File: src/rtl/core/ddd_pkg.sv
// Shared types, constants and calendar functions for the date day difference block.
package ddd_pkg;

    // Request transaction: two Gregorian dates.
    typedef struct packed {
        logic [13:0] start_year;
        logic [3:0]  start_month;
        logic [4:0]  start_day;
        logic [13:0] end_year;
        logic [3:0]  end_month;
        logic [4:0]  end_day;
    } ddd_req_t;

    // Result transaction: signed day count and status code.
    typedef struct packed {
        logic signed [22:0] day_difference;
        logic [1:0]         status;
    } ddd_res_t;

    // Commands from the controller to the datapath.
    typedef struct packed {
        logic       load;
        logic       reduce;
        logic [2:0] reduce_idx;
        logic       init;
        logic       step;
        logic       finish_check;
        logic       finish_loop;
    } ddd_cmd_t;

    // Status from the datapath to the controller.
    typedef struct packed {
        logic dates_ok;
        logic years_done;
    } ddd_sts_t;

    // Status codes.
    localparam logic [1:0] STATUS_OK        = 2'd0;
    localparam logic [1:0] STATUS_BAD_START = 2'd1;
    localparam logic [1:0] STATUS_BAD_END   = 2'd2;
    localparam logic [1:0] STATUS_ORDER     = 2'd3;

    localparam logic [13:0] YEAR_MAX     = 14'd9999;
    localparam logic [2:0]  REDUCE_LAST  = 3'd5;
    localparam logic [8:0]  CYCLE_LAST   = 9'd399;
    localparam logic [22:0] YEAR_DAYS    = 23'd365;
    localparam logic [22:0] LEAP_DAYS    = 23'd366;

    // Restoring reduction constants: 400 shifted left by five down to zero.
    function automatic logic [13:0] reduce_const(input logic [2:0] idx);
        logic [13:0] val;
        case (idx)
            3'd0:    val = 14'd12800;
            3'd1:    val = 14'd6400;
            3'd2:    val = 14'd3200;
            3'd3:    val = 14'd1600;
            3'd4:    val = 14'd800;
            default: val = 14'd400;
        endcase
        return val;
    endfunction

    // Leap test from the year modulo 400.
    function automatic logic leap_from_rem(input logic [8:0] r);
        logic [8:0] r100;
        if (r >= 9'd300)
        begin
            r100 = r - 9'd300;
        end
        else if (r >= 9'd200)
        begin
            r100 = r - 9'd200;
        end
        else if (r >= 9'd100)
        begin
            r100 = r - 9'd100;
        end
        else
        begin
            r100 = r;
        end
        return ((r[1:0] == 2'd0) && (r100 != 9'd0)) || (r == 9'd0);
    endfunction

    // Length of a month; zero for codes that are no month.
    function automatic logic [4:0] month_length(input logic [3:0] m, input logic leap);
        logic [4:0] len;
        unique case (m)
            4'd1, 4'd3, 4'd5, 4'd7, 4'd8, 4'd10, 4'd12: len = 5'd31;
            4'd4, 4'd6, 4'd9, 4'd11:                    len = 5'd30;
            4'd2:                                       len = leap ? 5'd29 : 5'd28;
            default:                                    len = 5'd0;
        endcase
        return len;
    endfunction

    // Days in the year before the first of a month.
    function automatic logic [8:0] days_before(input logic [3:0] m);
        logic [8:0] n;
        unique case (m)
            4'd2:    n = 9'd31;
            4'd3:    n = 9'd59;
            4'd4:    n = 9'd90;
            4'd5:    n = 9'd120;
            4'd6:    n = 9'd151;
            4'd7:    n = 9'd181;
            4'd8:    n = 9'd212;
            4'd9:    n = 9'd243;
            4'd10:   n = 9'd273;
            4'd11:   n = 9'd304;
            4'd12:   n = 9'd334;
            default: n = 9'd0;
        endcase
        return n;
    endfunction

    // Day of the year for a valid date.
    function automatic logic [8:0] day_of_year(input logic [3:0] m, input logic [4:0] d,
                                               input logic leap);
        logic [8:0] n;
        n = days_before(m) + {4'd0, d};
        if ((m > 4'd2) && leap)
        begin
            n = n + 9'd1;
        end
        return n;
    endfunction

    // Full date check.
    function automatic logic date_valid(input logic [13:0] y, input logic [3:0] m,
                                        input logic [4:0] d, input logic leap);
        return (y != 14'd0) && (y <= YEAR_MAX) && (d != 5'd0)
            && (d <= month_length(m, leap));
    endfunction

endpackage

File: src/rtl/core/ddd_ctrl.sv
// Controller state machine that sequences the date difference datapath.
module ddd_ctrl (
    input  logic              clk,
    input  logic              rst_n,
    input  logic              start,
    input  ddd_pkg::ddd_sts_t sts,
    output ddd_pkg::ddd_cmd_t cmd,
    output logic              busy,
    output logic              done
);

    typedef enum logic [1:0] {
        S_IDLE,
        S_REDUCE,
        S_CHECK,
        S_LOOP
    } state_t;

    state_t     state_reg, state_next;
    logic [2:0] idx_reg, idx_next;
    logic       done_reg, done_next;

    // Next state and commands.
    always_comb
    begin
        state_next = state_reg;
        idx_next   = idx_reg;
        done_next  = 1'b0;
        cmd        = '0;
        cmd.reduce_idx = idx_reg;
        unique case (state_reg)
            S_IDLE:
            begin
                if (start)
                begin
                    cmd.load   = 1'b1;
                    idx_next   = 3'd0;
                    state_next = S_REDUCE;
                end
            end
            S_REDUCE:
            begin
                cmd.reduce = 1'b1;
                if (idx_reg == ddd_pkg::REDUCE_LAST)
                begin
                    state_next = S_CHECK;
                end
                else
                begin
                    idx_next = idx_reg + 3'd1;
                end
            end
            S_CHECK:
            begin
                if (sts.dates_ok)
                begin
                    cmd.init   = 1'b1;
                    state_next = S_LOOP;
                end
                else
                begin
                    cmd.finish_check = 1'b1;
                    done_next        = 1'b1;
                    state_next       = S_IDLE;
                end
            end
            S_LOOP:
            begin
                if (sts.years_done)
                begin
                    cmd.finish_loop = 1'b1;
                    done_next       = 1'b1;
                    state_next      = S_IDLE;
                end
                else
                begin
                    cmd.step = 1'b1;
                end
            end
            default:
            begin
                state_next = S_IDLE;
            end
        endcase
    end

    // State and registered outputs.
    always_ff @(posedge clk or negedge rst_n)
    begin
        if (!rst_n)
        begin
            state_reg <= S_IDLE;
            idx_reg   <= 3'd0;
            done_reg  <= 1'b0;
        end
        else
        begin
            state_reg <= state_next;
            idx_reg   <= idx_next;
            done_reg  <= done_next;
        end
    end

    assign busy = (state_reg != S_IDLE);
    assign done = done_reg;

endmodule

File: src/rtl/core/ddd_datapath.sv
// Datapath: year reduction, date checks and the year accumulation loop.
module ddd_datapath (
    input  logic              clk,
    input  ddd_pkg::ddd_req_t request,
    input  ddd_pkg::ddd_cmd_t cmd,
    output ddd_pkg::ddd_sts_t sts,
    output ddd_pkg::ddd_res_t result
);

    ddd_pkg::ddd_req_t  req_reg;
    logic [13:0]        rem1_reg, rem2_reg;
    logic [13:0]        yr_reg;
    logic [8:0]         cyc_reg;
    logic signed [22:0] acc_reg;
    ddd_pkg::ddd_res_t  result_reg;

    logic [13:0]        step_val;
    logic               leap1, leap2, leap_run;
    logic               ok1, ok2;
    logic [1:0]         check_code;
    logic [8:0]         doy1, doy2;
    logic signed [22:0] diff_init;

    // Date checks once both years are reduced modulo 400.
    always_comb
    begin
        step_val = ddd_pkg::reduce_const(cmd.reduce_idx);
        leap1    = ddd_pkg::leap_from_rem(rem1_reg[8:0]);
        leap2    = ddd_pkg::leap_from_rem(rem2_reg[8:0]);
        leap_run = ddd_pkg::leap_from_rem(cyc_reg);
        ok1 = ddd_pkg::date_valid(req_reg.start_year, req_reg.start_month,
                                  req_reg.start_day, leap1);
        ok2 = ddd_pkg::date_valid(req_reg.end_year, req_reg.end_month,
                                  req_reg.end_day, leap2);
        if (!ok1)
        begin
            check_code = ddd_pkg::STATUS_BAD_START;
        end
        else if (!ok2)
        begin
            check_code = ddd_pkg::STATUS_BAD_END;
        end
        else if (req_reg.start_year > req_reg.end_year)
        begin
            check_code = ddd_pkg::STATUS_ORDER;
        end
        else
        begin
            check_code = ddd_pkg::STATUS_OK;
        end
        doy1 = ddd_pkg::day_of_year(req_reg.start_month, req_reg.start_day, leap1);
        doy2 = ddd_pkg::day_of_year(req_reg.end_month, req_reg.end_day, leap2);
        diff_init = $signed({14'd0, doy2}) - $signed({14'd0, doy1});
    end

    // Working registers.
    always_ff @(posedge clk)
    begin
        if (cmd.load)
        begin
            req_reg  <= request;
            rem1_reg <= request.start_year;
            rem2_reg <= request.end_year;
        end
        if (cmd.reduce)
        begin
            if (rem1_reg >= step_val)
            begin
                rem1_reg <= rem1_reg - step_val;
            end
            if (rem2_reg >= step_val)
            begin
                rem2_reg <= rem2_reg - step_val;
            end
        end
        if (cmd.init)
        begin
            acc_reg <= diff_init;
            yr_reg  <= req_reg.start_year;
            cyc_reg <= rem1_reg[8:0];
        end
        if (cmd.step)
        begin
            acc_reg <= acc_reg + $signed(leap_run ? ddd_pkg::LEAP_DAYS : ddd_pkg::YEAR_DAYS);
            yr_reg  <= yr_reg + 14'd1;
            cyc_reg <= (cyc_reg == ddd_pkg::CYCLE_LAST) ? 9'd0 : cyc_reg + 9'd1;
        end
        if (cmd.finish_check)
        begin
            result_reg.day_difference <= '0;
            result_reg.status         <= check_code;
        end
        if (cmd.finish_loop)
        begin
            result_reg.day_difference <= acc_reg;
            result_reg.status         <= ddd_pkg::STATUS_OK;
        end
    end

    assign sts.dates_ok   = (check_code == ddd_pkg::STATUS_OK);
    assign sts.years_done = (yr_reg == req_reg.end_year);
    assign result         = result_reg;

endmodule

File: src/rtl/core/date_day_difference.sv
// Top level of the Gregorian date day difference block.
//
// A request transaction is taken at a rising edge where start is high and
// busy is low; the request struct carries both dates. The block then works
// on that one transaction alone and holds busy high until it is done.
// For a valid pair of dates the steps are load, reduction of both years
// modulo 400, one date check, the year loop and one finish step; the year
// loop adds 365 or 366 per cycle for each whole year from start_year to
// end_year. When a date is bad or the years are out of order, the check
// step finishes the transaction and the year loop does not run.
// The result transaction appears on result, marked by done for a single
// cycle; the receiver cannot stall it. A new request may be accepted in
// the same cycle that done is high.
// Reset returns the controller to idle and clears done; no result is lost
// other than one still in progress.
module date_day_difference (
    input  logic              clk,
    input  logic              rst_n,
    input  logic              start,
    input  ddd_pkg::ddd_req_t request,
    output logic              busy,
    output logic              done,
    output ddd_pkg::ddd_res_t result
);

    ddd_pkg::ddd_cmd_t cmd;
    ddd_pkg::ddd_sts_t sts;

    // Sequencer.
    ddd_ctrl u_ctrl (
        .clk   (clk),
        .rst_n (rst_n),
        .start (start),
        .sts   (sts),
        .cmd   (cmd),
        .busy  (busy),
        .done  (done)
    );

    // Arithmetic and storage.
    ddd_datapath u_datapath (
        .clk     (clk),
        .request (request),
        .cmd     (cmd),
        .sts     (sts),
        .result  (result)
    );

    // The result strobe lasts a single cycle.
    assert property (@(posedge clk) disable iff (!rst_n) done |=> !done)
        else $error("done held for more than one cycle");

    // An accepted request makes the block busy in the next cycle.
    assert property (@(posedge clk) disable iff (!rst_n) (start && !busy) |=> (busy && !done))
        else $error("accepted request did not start work");

    // A failed status always comes with a zero difference.
    assert property (@(posedge clk) disable iff (!rst_n)
        (done && (result.status != ddd_pkg::STATUS_OK)) |-> (result.day_difference == 23'sd0))
        else $error("nonzero difference with failed status");

    // A finished transaction leaves the block idle.
    assert property (@(posedge clk) disable iff (!rst_n) done |-> !busy)
        else $error("block busy while presenting a result");

endmodule

File: config.mk
export PLATFORM = sky130hd
export DESIGN_NAME = date_day_difference
export DESIGN_NICKNAME = d
export VERILOG_FILES = /design/src/rtl/core/ddd_pkg.sv /design/src/rtl/core/ddd_ctrl.sv /design/src/rtl/core/ddd_datapath.sv /design/src/rtl/core/date_day_difference.sv
export SDC_FILE = /design/constraint.sdc
export NUM_CORES = 1
export LEC_CHECK = 0
export BUFFER_PORTS_ARGS = -buffer_cell sky130_fd_sc_hd__buf_2
export CORE_MARGIN = 2
export CORE_UTILIZATION = 55
export CTS_BUF_LIST = sky130_fd_sc_hd__clkbuf_8 sky130_fd_sc_hd__clkbuf_16
export CTS_CLUSTER_SIZE = 24
export DETAILED_ROUTE_END_ITERATION = 12
export PLACE_DENSITY_LB_ADDON = 0.12
export SKIP_CTS_REPAIR_TIMING = 1
export SLEW_MARGIN = 10
export SYNTH_ARGS = -nofsm -noshare
export SYNTH_HDL_FRONTEND = slang
export SYNTH_HIERARCHICAL = 1
export SYNTH_SLANG_ARGS = --single-unit
File: constraint.sdc
create_clock -name clk -period 7.2 [get_ports clk]
set_clock_uncertainty 0.05 [all_clocks]
set_input_delay 1.44 -clock clk [delete_from_list [all_inputs] [get_ports clk]]
set_output_delay 1.44 -clock clk [all_outputs]
set_load 0.05 [all_outputs]
==> metrics, run 1 <==
status completed; fin crit share 79.56%; I/O pin count 76; diode count 0; ys flop type edfxtp_1; share of layout cells above drive strength 1 13.07%; Max Freq 174.6 MHz; CTS root buf clkbuf_16; Fin Setup TNS 0 ns; clock tree buffer depth 2; DR pass1 iterations 5; WP data arrival between 5 and 6 ns; via count 9207; post-synthesis mux area share 4.451%; global route overflow 0; final hold viol count 0; CTS tree yes; largest family of logic cells by synthesized area simple AND/OR/NAND/NOR gates; routability cong. 0.9648; filler instances 1823; cell count after synthesis 1213; Layout Cells excl Fill 1560; Routed Antenna Nets 0; # setup viols final 0; Chip Width 151.6 um; Worst Setup Start Kind flip-flop; WL/cell about 17 um; asr flop ratio synth 3.550%; Clock Latency Late Sink 0.43 ns; CP max FO 46; synthesized net count 1379; first-pass GRT wire length 43890 um; number of max-cap violations 0; synth unique cells 97; Synth Area in Compound Gates between 10% and 20%; clock sinks 169; XOR/XNOR share of the synthesized area ~7.6%; largest net degree at the start of global routing 61; Synth Area in Adders 12.60%; critical path type reg2reg; Synthesis Warnings 6; Yosys reg bits 169; initial core utilization 56.43%; IO Port Bufs 75; Inst Count DP 1528; endpoint class of the critical path flip-flop; Syn-to-layout area delta 9.551%; Rel. slew slack between 20% and 30%; Rows 53; sequential share of the synthesized area about two fifths; CP required 7.19 ns; routed vias/inst slightly below 6; RSZ-0062 raised after global routing false; Leakage Power 5.280 nW; Core Region 0.02122 mm2; Post-synth EDFFs 123; fin. max-slew vios 0; Tmin final 5.728 ns; vias in the first global route 8536; Total Wirelength about 27000 um; Worst Hold Class reg2reg; die area 0.02297 mm2; Worst VDD drop approximately 0.00031 V; DRC Markers 0; post-synthesis cell area 0.01197 mm2; power density over the cells 540.6 mW/mm2; R2R depth 22; Final #Nets 1438; DR iter-0 viols 610; Final Total Pwr 7.091 mW; Simple-Gate Fraction of Synth Area between 15 and 20%; global-route usage over all layers 24.42%; initial antenna violation count 0; hold depth 2; Die H 151.6 um; syn avg cell area 9.871 um2; Clock Pin Slew Worst Setup and Hold Paths roughly 0.07 ns; Worst Max-Slew Pin Slew about 1.1 ns; Post-DP HPWL 20200 um; # H-tree levels 4; Num CTS Buffers 17
[final timing paths]
kind                                               end                    from  slack [ns]
worst min register to register    u_datapath/result[1]    u_datapath/result[1]        0.46
worst max-delay path            u_datapath/acc_reg[21]  u_datapath/rem2_reg[3]        1.47
min in group asynchronous            u_ctrl/idx_reg[2]                   rst_n        0.78
worst min-delay path              u_datapath/result[1]    u_datapath/result[1]        0.46
max in group asynchronous                  u_ctrl/done                   rst_n        6.18
worst max register to register  u_datapath/acc_reg[21]  u_datapath/rem2_reg[3]        1.47
[cell families (layout without fill, tap and decap cells)]
family | Yosys count | count (layout)
compound gates | 280 | 280
buf+inv | 111 | 183
xor+xnor | 104 | 104
mux | 52 | 52
fa+ha+maj | 117 | 117
flops | 169 | 169
simple gates | 380 | 380
[cells in the mapped netlist, drive strengths merged (10+ instances only)]
library cell | instances | area share, %
nor2b | 19 | 0.99
nand3 | 34 | 1.4
and2 | 27 | 1.4
nor3 | 13 | 0.63
xnor2 | 60 | 4.4
nand4 | 22 | 1.2
dfxtp | 40 | 6.7
ha | 111 | 12
xor2 | 44 | 3.2
nand2 | 96 | 3.1
nand2b | 15 | 0.85
edfxtp | 123 | 31
buf | 10 | 0.44
o21ai | 75 | 3.1
and3 | 17 | 0.90
nor4 | 10 | 0.57
a31oi | 14 | 0.98
mux2 | 10 | 0.94
a21oi | 65 | 2.7
inv | 71 | 2.2
nor2 | 80 | 2.5
mux2i | 42 | 3.5
o211ai | 10 | 0.63
o31ai | 10 | 0.63
a21o | 17 | 1.1
clkbuf | 29 | 1.2
[critical path, stage by stage, from the launching register on]
cell	delay (ns)
edfxtp_1	0.50
inv_1	0.20
ha_1	0.30
a21boi_0	0.49
o22a_2	0.23
a22oi_1	0.08
a21oi_1	0.18
mux2_2	0.39
nand3_1	0.10
a31o_2	0.15
a21oi_1	0.05
a21oi_1	0.13
ha_1	0.16
nor2b_1	0.04
o21a_1	0.17
o21a_1	0.16
o21ai_0	0.14
nand2b_1	0.08
a221oi_1	0.41
nand2b_1	0.13
nor2_1	0.14
and3b_1	0.19
or2_2	0.86
[layer usage]
metal | global-route usage, % | up-vias | wire [um] | share of wire (%)
met5 | 0 | - | 0 | 0
met4 | 6.435 | 0 | 468 | 1.7
met3 | 3.503 | 36 | 1202 | 4.4
met2 | 39.80 | 245 | 12670 | 47
met1 | 34.33 | 4372 | 12730 | 47
li1 | - | 4554 | - | -
[through the flow]
step	instance area [um2]	setup slack, ns	hold slack, ns	util (%)
finish	13120	1.472	0.4638	61.82
global route	13120	0.9969	0.4934	61.82
CTS	13120	1.520	0.4711	61.82
detailed placement	12540	1.547	0.4593	59.09
global placement	12540	1.716	0.4556	59.09
floorplan	11970	1.705	0.4506	-
[where the power goes]
group	switching (mW)	internal (mW)	leakage, nW
combinational	2.36	1.71	3.42
sequential	0.497	1.62	1.59
clock	0.442	0.463	0.275
total	3.30	3.79	5.28
[final cells by class]
class                           instances  area (um2)  share of cell area, %
Sequential cell                       169        4644                  35.41
Multi-Input combinational cell        933        6870                  52.37
Inverter                               72       275.3                  2.098
Tap cell                              275       344.1                  2.623
Clock buffer                           17       425.4                  3.243
Timing Repair Buffer                   79       405.4                  3.090
Clock inverter                         15       152.6                  1.164
[cells in the final DEF (no fill, tap or decap), types with 11 or more instances in the layout]
cell	n
buf_2	75
nor2_1	79
and3_1	16
nand2b_1	14
edfxtp_1	123
inv_1	69
dfxtp_1	40
xnor2_1	60
nand4_1	21
nor2b_1	19
nand2_1	95
nand3_1	34
a21oi_1	64
ha_1	111
a21o_1	16
xor2_1	44
o21ai_0	74
clkbuf_16	17
a31oi_1	12
nor3_1	11
and2_1	26
mux2i_1	42
Power figures use the tool's default switching activity.
==> run 2: changes to the inputs <==
==> constraint.sdc (replaced) <==
create_clock -name clk -period 4.7 [get_ports clk]
set_clock_uncertainty 0.05 [all_clocks]
set_input_delay 0.94 -clock clk [delete_from_list [all_inputs] [get_ports clk]]
set_output_delay 0.94 -clock clk [all_outputs]
set_load 0.05 [all_outputs]
==> run 2 against run 1 <==
The flow now finishes with violations (setup timing). Global-route usage increased by 0.70 points. Fmax increased by 22%. Setup slack got worse by 1.5 ns. Final cell count increased by 6.2%. Non-clock buffer count increased by 91. Clock-buffer cell count unchanged. First-iteration DRC count increased by 8.0%. Register-to-register slack got worse by 1.5 ns. Cell area increased by 9.5%. Hold slack got worse by 0.19 ns. Critical path depth increased by 1.
==> metrics, run 2 (synthesis results as in run 1) <==
status finished with violations; violated checks setup timing; # H-tree levels 4; Chip Width 151.6 um; endpoint class of the critical path flip-flop; commonest non-fill, non-tap cell in the layout edfxtp_1; worst reg2reg setup slack -0.006 ns; Routed Antenna Nets 0; Post-DP HPWL 21500 um; most frequent cells in the layout 123 x edfxtp_1, 98 x ha_1, 92 x nand2_1; DR pass1 iterations 5; CTS tree yes; filler instances approximately 1700; Rel. slew slack 43.53%; post-layout util 67.71%; Clock Pin Slew Worst Setup and Hold Paths 0.07 ns; global-route usage over all layers between 20 and 30%; fin crit share 100.1%; Worst Max-Slew Pin Slew approximately 0.84 ns; Tmin final between 4 and 5 ns; Rows 53; critical path type reg2reg; via count 9689; Final #Nets approximately 1500; DRC Markers 0; Clock Latency Late Sink 0.44 ns; global route overflow 0; Total Wirelength slightly below 30000 um; WL/cell 17.86 um; RSZ-0062 raised after global routing true; hold slack 0.2748 ns; Placement Setup Slack -0.2198 ns; WP data arrival 4.79 ns; final hold viol count 0; CP required 4.79 ns; reg-to-reg startpoint u_datapath/rem2_reg[3]; die area 0.02297 mm2; met3 WL 1732 um; Max Freq 212.5 MHz; first-pass GRT wire length 45510 um; clock tree buffer depth 2; DR iter-0 viols 659; final worst slack -0.006024 ns; largest net degree at the start of global routing 61; Worst Setup Start Kind flip-flop; uppermost layer routed met4; vias in the first global route 9030; routability cong. 0.9575; routed vias/inst 5.851; Core Region 0.02122 mm2; Num CTS Buffers 17; # setup viols final 5; number of max-cap violations 0; CP max FO 6; initial antenna violation count 1; routed metal-1 wire length 13490 um; I/O pin count 76; initial core utilization 56.43%; Met2 Wirelength 13630 um; R2R depth 23; Worst Hold Class in2async; Reg-to-Reg End u_datapath/result[20]; Die H 151.6 um; CTS root buf clkbuf_16; share of layout cells above drive strength 1 23.99%; fin. max-slew vios 0; clock sinks 169; Syn-to-layout area delta 20.00%; IO Port Bufs 75
## run 2: cell types whose count changed in the layout (fill, tap and decap cells not counted), moves of 5 or more
cell / previous run / this run
buf_4: 4 / 82
ha_1: 111 / 98
o21ai_0: 74 / 62
buf_6: 0 / 10
ha_2: 0 / 7
inv_1: 69 / 62
ha_4: 0 / 6
inv_2: 2 / 8
o21ai_1: 1 / 7
o21ai_2: 0 / 6
a21boi_0: 7 / 2
or2_4: 0 / 5
## run 2: metal layers
| metal | global-route usage (%) | up-vias |
|---|---|---|
| li1 | - | 4749 |
| met5 | 0 | - |
| met3 | 4.760 | 42 |
| met2 | 39.98 | 311 |
| met1 | 34.74 | 4587 |
| met4 | 8.148 | 0 |
## run 2: metrics by stage
step,setup TNS [ns],instances,cell area [um2]
6_report,-0.01522,1656,14370
5_1_grt,-16.69,1655,14370
4_1_cts,-5.749,1630,13690
3_5_place_dp,-2.546,1598,13090
3_3_place_gp,0,1598,13090
2_1_floorplan,0,1213,11990
## run 2: worst max path at each step
| stage | from | to | slack [ns] |
|---|---|---|---|
| 6_report | u_datapath/rem2_reg[3] | u_datapath/result[20] | -0.006 |
| 4_1_cts | u_datapath/cyc_reg[3] | u_datapath/acc_reg[20] | -0.25 |
| 2_1_floorplan | u_datapath/rem2_reg[4] | u_datapath/acc_reg[12] | 0.005 |
| 5_1_grt | u_datapath/rem2_reg[3] | u_datapath/cyc_reg[8] | -0.24 |
| 3_5_place_dp | u_datapath/cyc_reg[3] | u_datapath/acc_reg[20] | -0.22 |
| 3_3_place_gp | u_datapath/rem2_reg[3] | u_datapath/acc_reg[11] | 0.01 |
## run 2: worst max-delay path, cell delays in order, from the launching register on
cell	delay, ns
edfxtp_1	0.41
ha_2	0.20
or4b_4	0.49
nand2_2	0.08
nand3_2	0.08
or4b_4	0.52
a311oi_2	0.26
nand3_1	0.11
a31o_2	0.22
a21oi_2	0.14
a21oi_2	0.04
ha_2	0.18
nor2b_1	0.10
o21a_1	0.13
o21a_1	0.11
o21ai_1	0.07
nand2b_1	0.08
a221oi_2	0.07
buf_4	0.20
nand2b_4	0.08
nor2_4	0.04
buf_4	0.13
nor3b_4	0.35
or2_4	0.25
## run 2: area by class of cell
cell class / count / area, um2 / share of cell area [%]
antenna: 1 / 2.502 / 0.01742
clock buffer: 17 / 425.4 / 2.961
clock inverter: 15 / 177.7 / 1.236
inverter: 72 / 277.8 / 1.933
multi-input combinational: 937 / 7331 / 51.02
sequential: 169 / 4647 / 32.34
tap: 275 / 344.1 / 2.395
timing repair buffer: 170 / 1164 / 8.098
Power of run 2 is not shown: default switching activity piles up to over one toggle a cycle in this logic, so the estimate is an artifact.
==> run 3: changes to the inputs <==
--- a/config.mk
+++ b/config.mk
@@ -7,7 +7,7 @@
 export LEC_CHECK = 0
 export BUFFER_PORTS_ARGS = -buffer_cell sky130_fd_sc_hd__buf_2
 export CORE_MARGIN = 2
-export CORE_UTILIZATION = 55
+export CORE_UTILIZATION = 56
 export CTS_BUF_LIST = sky130_fd_sc_hd__clkbuf_8 sky130_fd_sc_hd__clkbuf_16
 export CTS_CLUSTER_SIZE = 24
 export DETAILED_ROUTE_END_ITERATION = 12
==> run 3 against run 2 <==
Utilization increased by 0.26 points. Highest routed layer unchanged. Via count increased by 1.0%. Fmax decreased by 0.24%. Wire length decreased by 1.3%. Flip-flop and latch count unchanged. Final cell count increased by 0.18%. Register-to-register slack about the same. Sequential share of layout area increased by 0.17 points. Critical path type unchanged. Hold slack improved by 0.0090 ns. The flow still finishes with violations (setup timing).
==> metrics, run 3 (synthesis results as in run 1) <==
status finished with violations; violated checks setup timing; area taken by multi-input logic gates 0.007243 mm2; final hold viol count 0; DR pass1 iterations 5; critical path type reg2reg; RSZ-0062 raised after global routing true; global-route usage over all layers between 20% and 30%; Post-DP HPWL 20960 um; fin. max-slew vios 0; final worst slack -0.01747 ns; most frequent cells in the layout 123 x edfxtp_1, 100 x ha_1, 93 x nand2_1; Worst Setup Start Kind flip-flop; clock tree buffer depth 2; Max Freq 212.0 MHz; CP max FO 6; CTS root buf clkbuf_16; vias in the first global route 8999; # H-tree levels 4; initial core utilization between 50% and 60%; Reg-to-Reg End u_datapath/yr_reg[6]; endpoint class of the critical path flip-flop; fin crit share 100.4%; fin area around 0.014 mm2; post-layout util 67.97%; filler instances approximately 1600; WP data arrival 4.82 ns; Core Region 0.02102 mm2; Worst Max-Slew Pin Slew 0.9487 ns; Worst Hold Class in2async; routability cong. 0.9151; initial antenna violation count 0; worst reg2reg setup slack -0.02 ns; global route overflow 0; Sequential Area 0.004646 mm2; Final #Nets 1537; Die H approximately 150 um; IO Port Bufs 75; Post-Place Cell Area 0.01310 mm2; Rel. slew slack 36.75%; Total Wirelength between 20000 and 30000 um; WL/cell 17.60 um; die area 0.02257 mm2; Chip Width 150.2 um; first-pass GRT wire length 44540 um; number of max-cap violations 0; Syn-to-layout area delta 19.33%; largest net degree at the start of global routing 62; CTS tree yes; clock sinks about 170; Tmin final 4.717 ns; CP required about 4.8 ns; routed vias/inst 5.899; R2R depth 27; # setup viols final 34; Rows 53; Routed Antenna Nets 0; Clock Latency Late Sink 0.44 ns; Num CTS Buffers 17; DR iter-0 viols 695; DRC Markers 0; Fin Setup TNS -0.2279 ns; via count 9787; I/O pin count 76; diode count 0; share of layout cells above drive strength 1 23.12%; commonest non-fill, non-tap cell in the layout edfxtp_1; Clock Pin Slew Worst Setup and Hold Paths 0.07 ns; reg-to-reg startpoint u_datapath/rem1_reg[3]
-- run 3: metal layers --
metal,global-route usage (%),wire [um],vias up
li1,-,-,4765
met1,33.04,12810,4659
met2,42.19,14100,314
met3,4.000,1611,49
met4,7.925,675,0
met5,0,0,-
-- run 3: worst max path at each step --
| stage | from | slack (ns) | cells after the start | to |
|---|---|---|---|---|
| after floorplan | u_datapath/rem2_reg[4] | 0.005 | 22 | u_datapath/acc_reg[12] |
| after global placement | u_datapath/rem2_reg[4] | 0.01 | 22 | u_datapath/result[10] |
| after detailed placement | u_datapath/rem2_reg[3] | -0.12 | 20 | u_datapath/acc_reg[12] |
| after CTS | u_datapath/rem2_reg[3] | -0.13 | 20 | u_datapath/acc_reg[12] |
| after global routing | u_datapath/rem1_reg[2] | -0.28 | 26 | u_datapath/yr_reg[6] |
| final | u_datapath/rem1_reg[3] | -0.02 | 27 | u_datapath/yr_reg[6] |
-- run 3: through the flow --
stage	instances	worst slack, ns	hold slack [ns]
final	1659	-0.01747	0.2838
after global routing	1659	-0.2792	0.2806
after CTS	1629	-0.1258	0.2744
after detailed placement	1597	-0.1155	0.4675
after global placement	1597	0.01171	0.4581
after floorplan	1213	0.004746	0.4506
-- run 3: area by class of cell --
class                      count  share of cell area [%]
multi-input combinational    937                   50.69
sequential                   169                   32.51
timing repair buffer         174                   8.406
clock buffer                  17                   2.977
tap                          275                   2.408
inverter                      72                   1.926
clock inverter                15                   1.077
-- run 3: worst max-delay path, cell delays in order, from the launching register on --
cell,delay (ns)
edfxtp_1,0.42
inv_2,0.11
ha_2,0.19
a21boi_2,0.17
buf_4,0.15
o21ai_0,0.10
a21o_1,0.19
a222oi_1,0.31
buf_4,0.19
a2111oi_4,0.04
buf_4,0.18
buf_6,0.12
a31oi_4,0.14
o21ai_1,0.09
o21ai_1,0.09
ha_2,0.18
nor2b_1,0.04
o21a_1,0.16
o21ai_1,0.13
nand2b_1,0.07
a21oi_1,0.14
a31oi_1,0.07
a211oi_2,0.25
inv_1,0.11
nor2_4,0.12
and3b_1,0.19
or2_4,0.24
clkbuf_16,0.19
Power of run 3 is left out for the same reason.
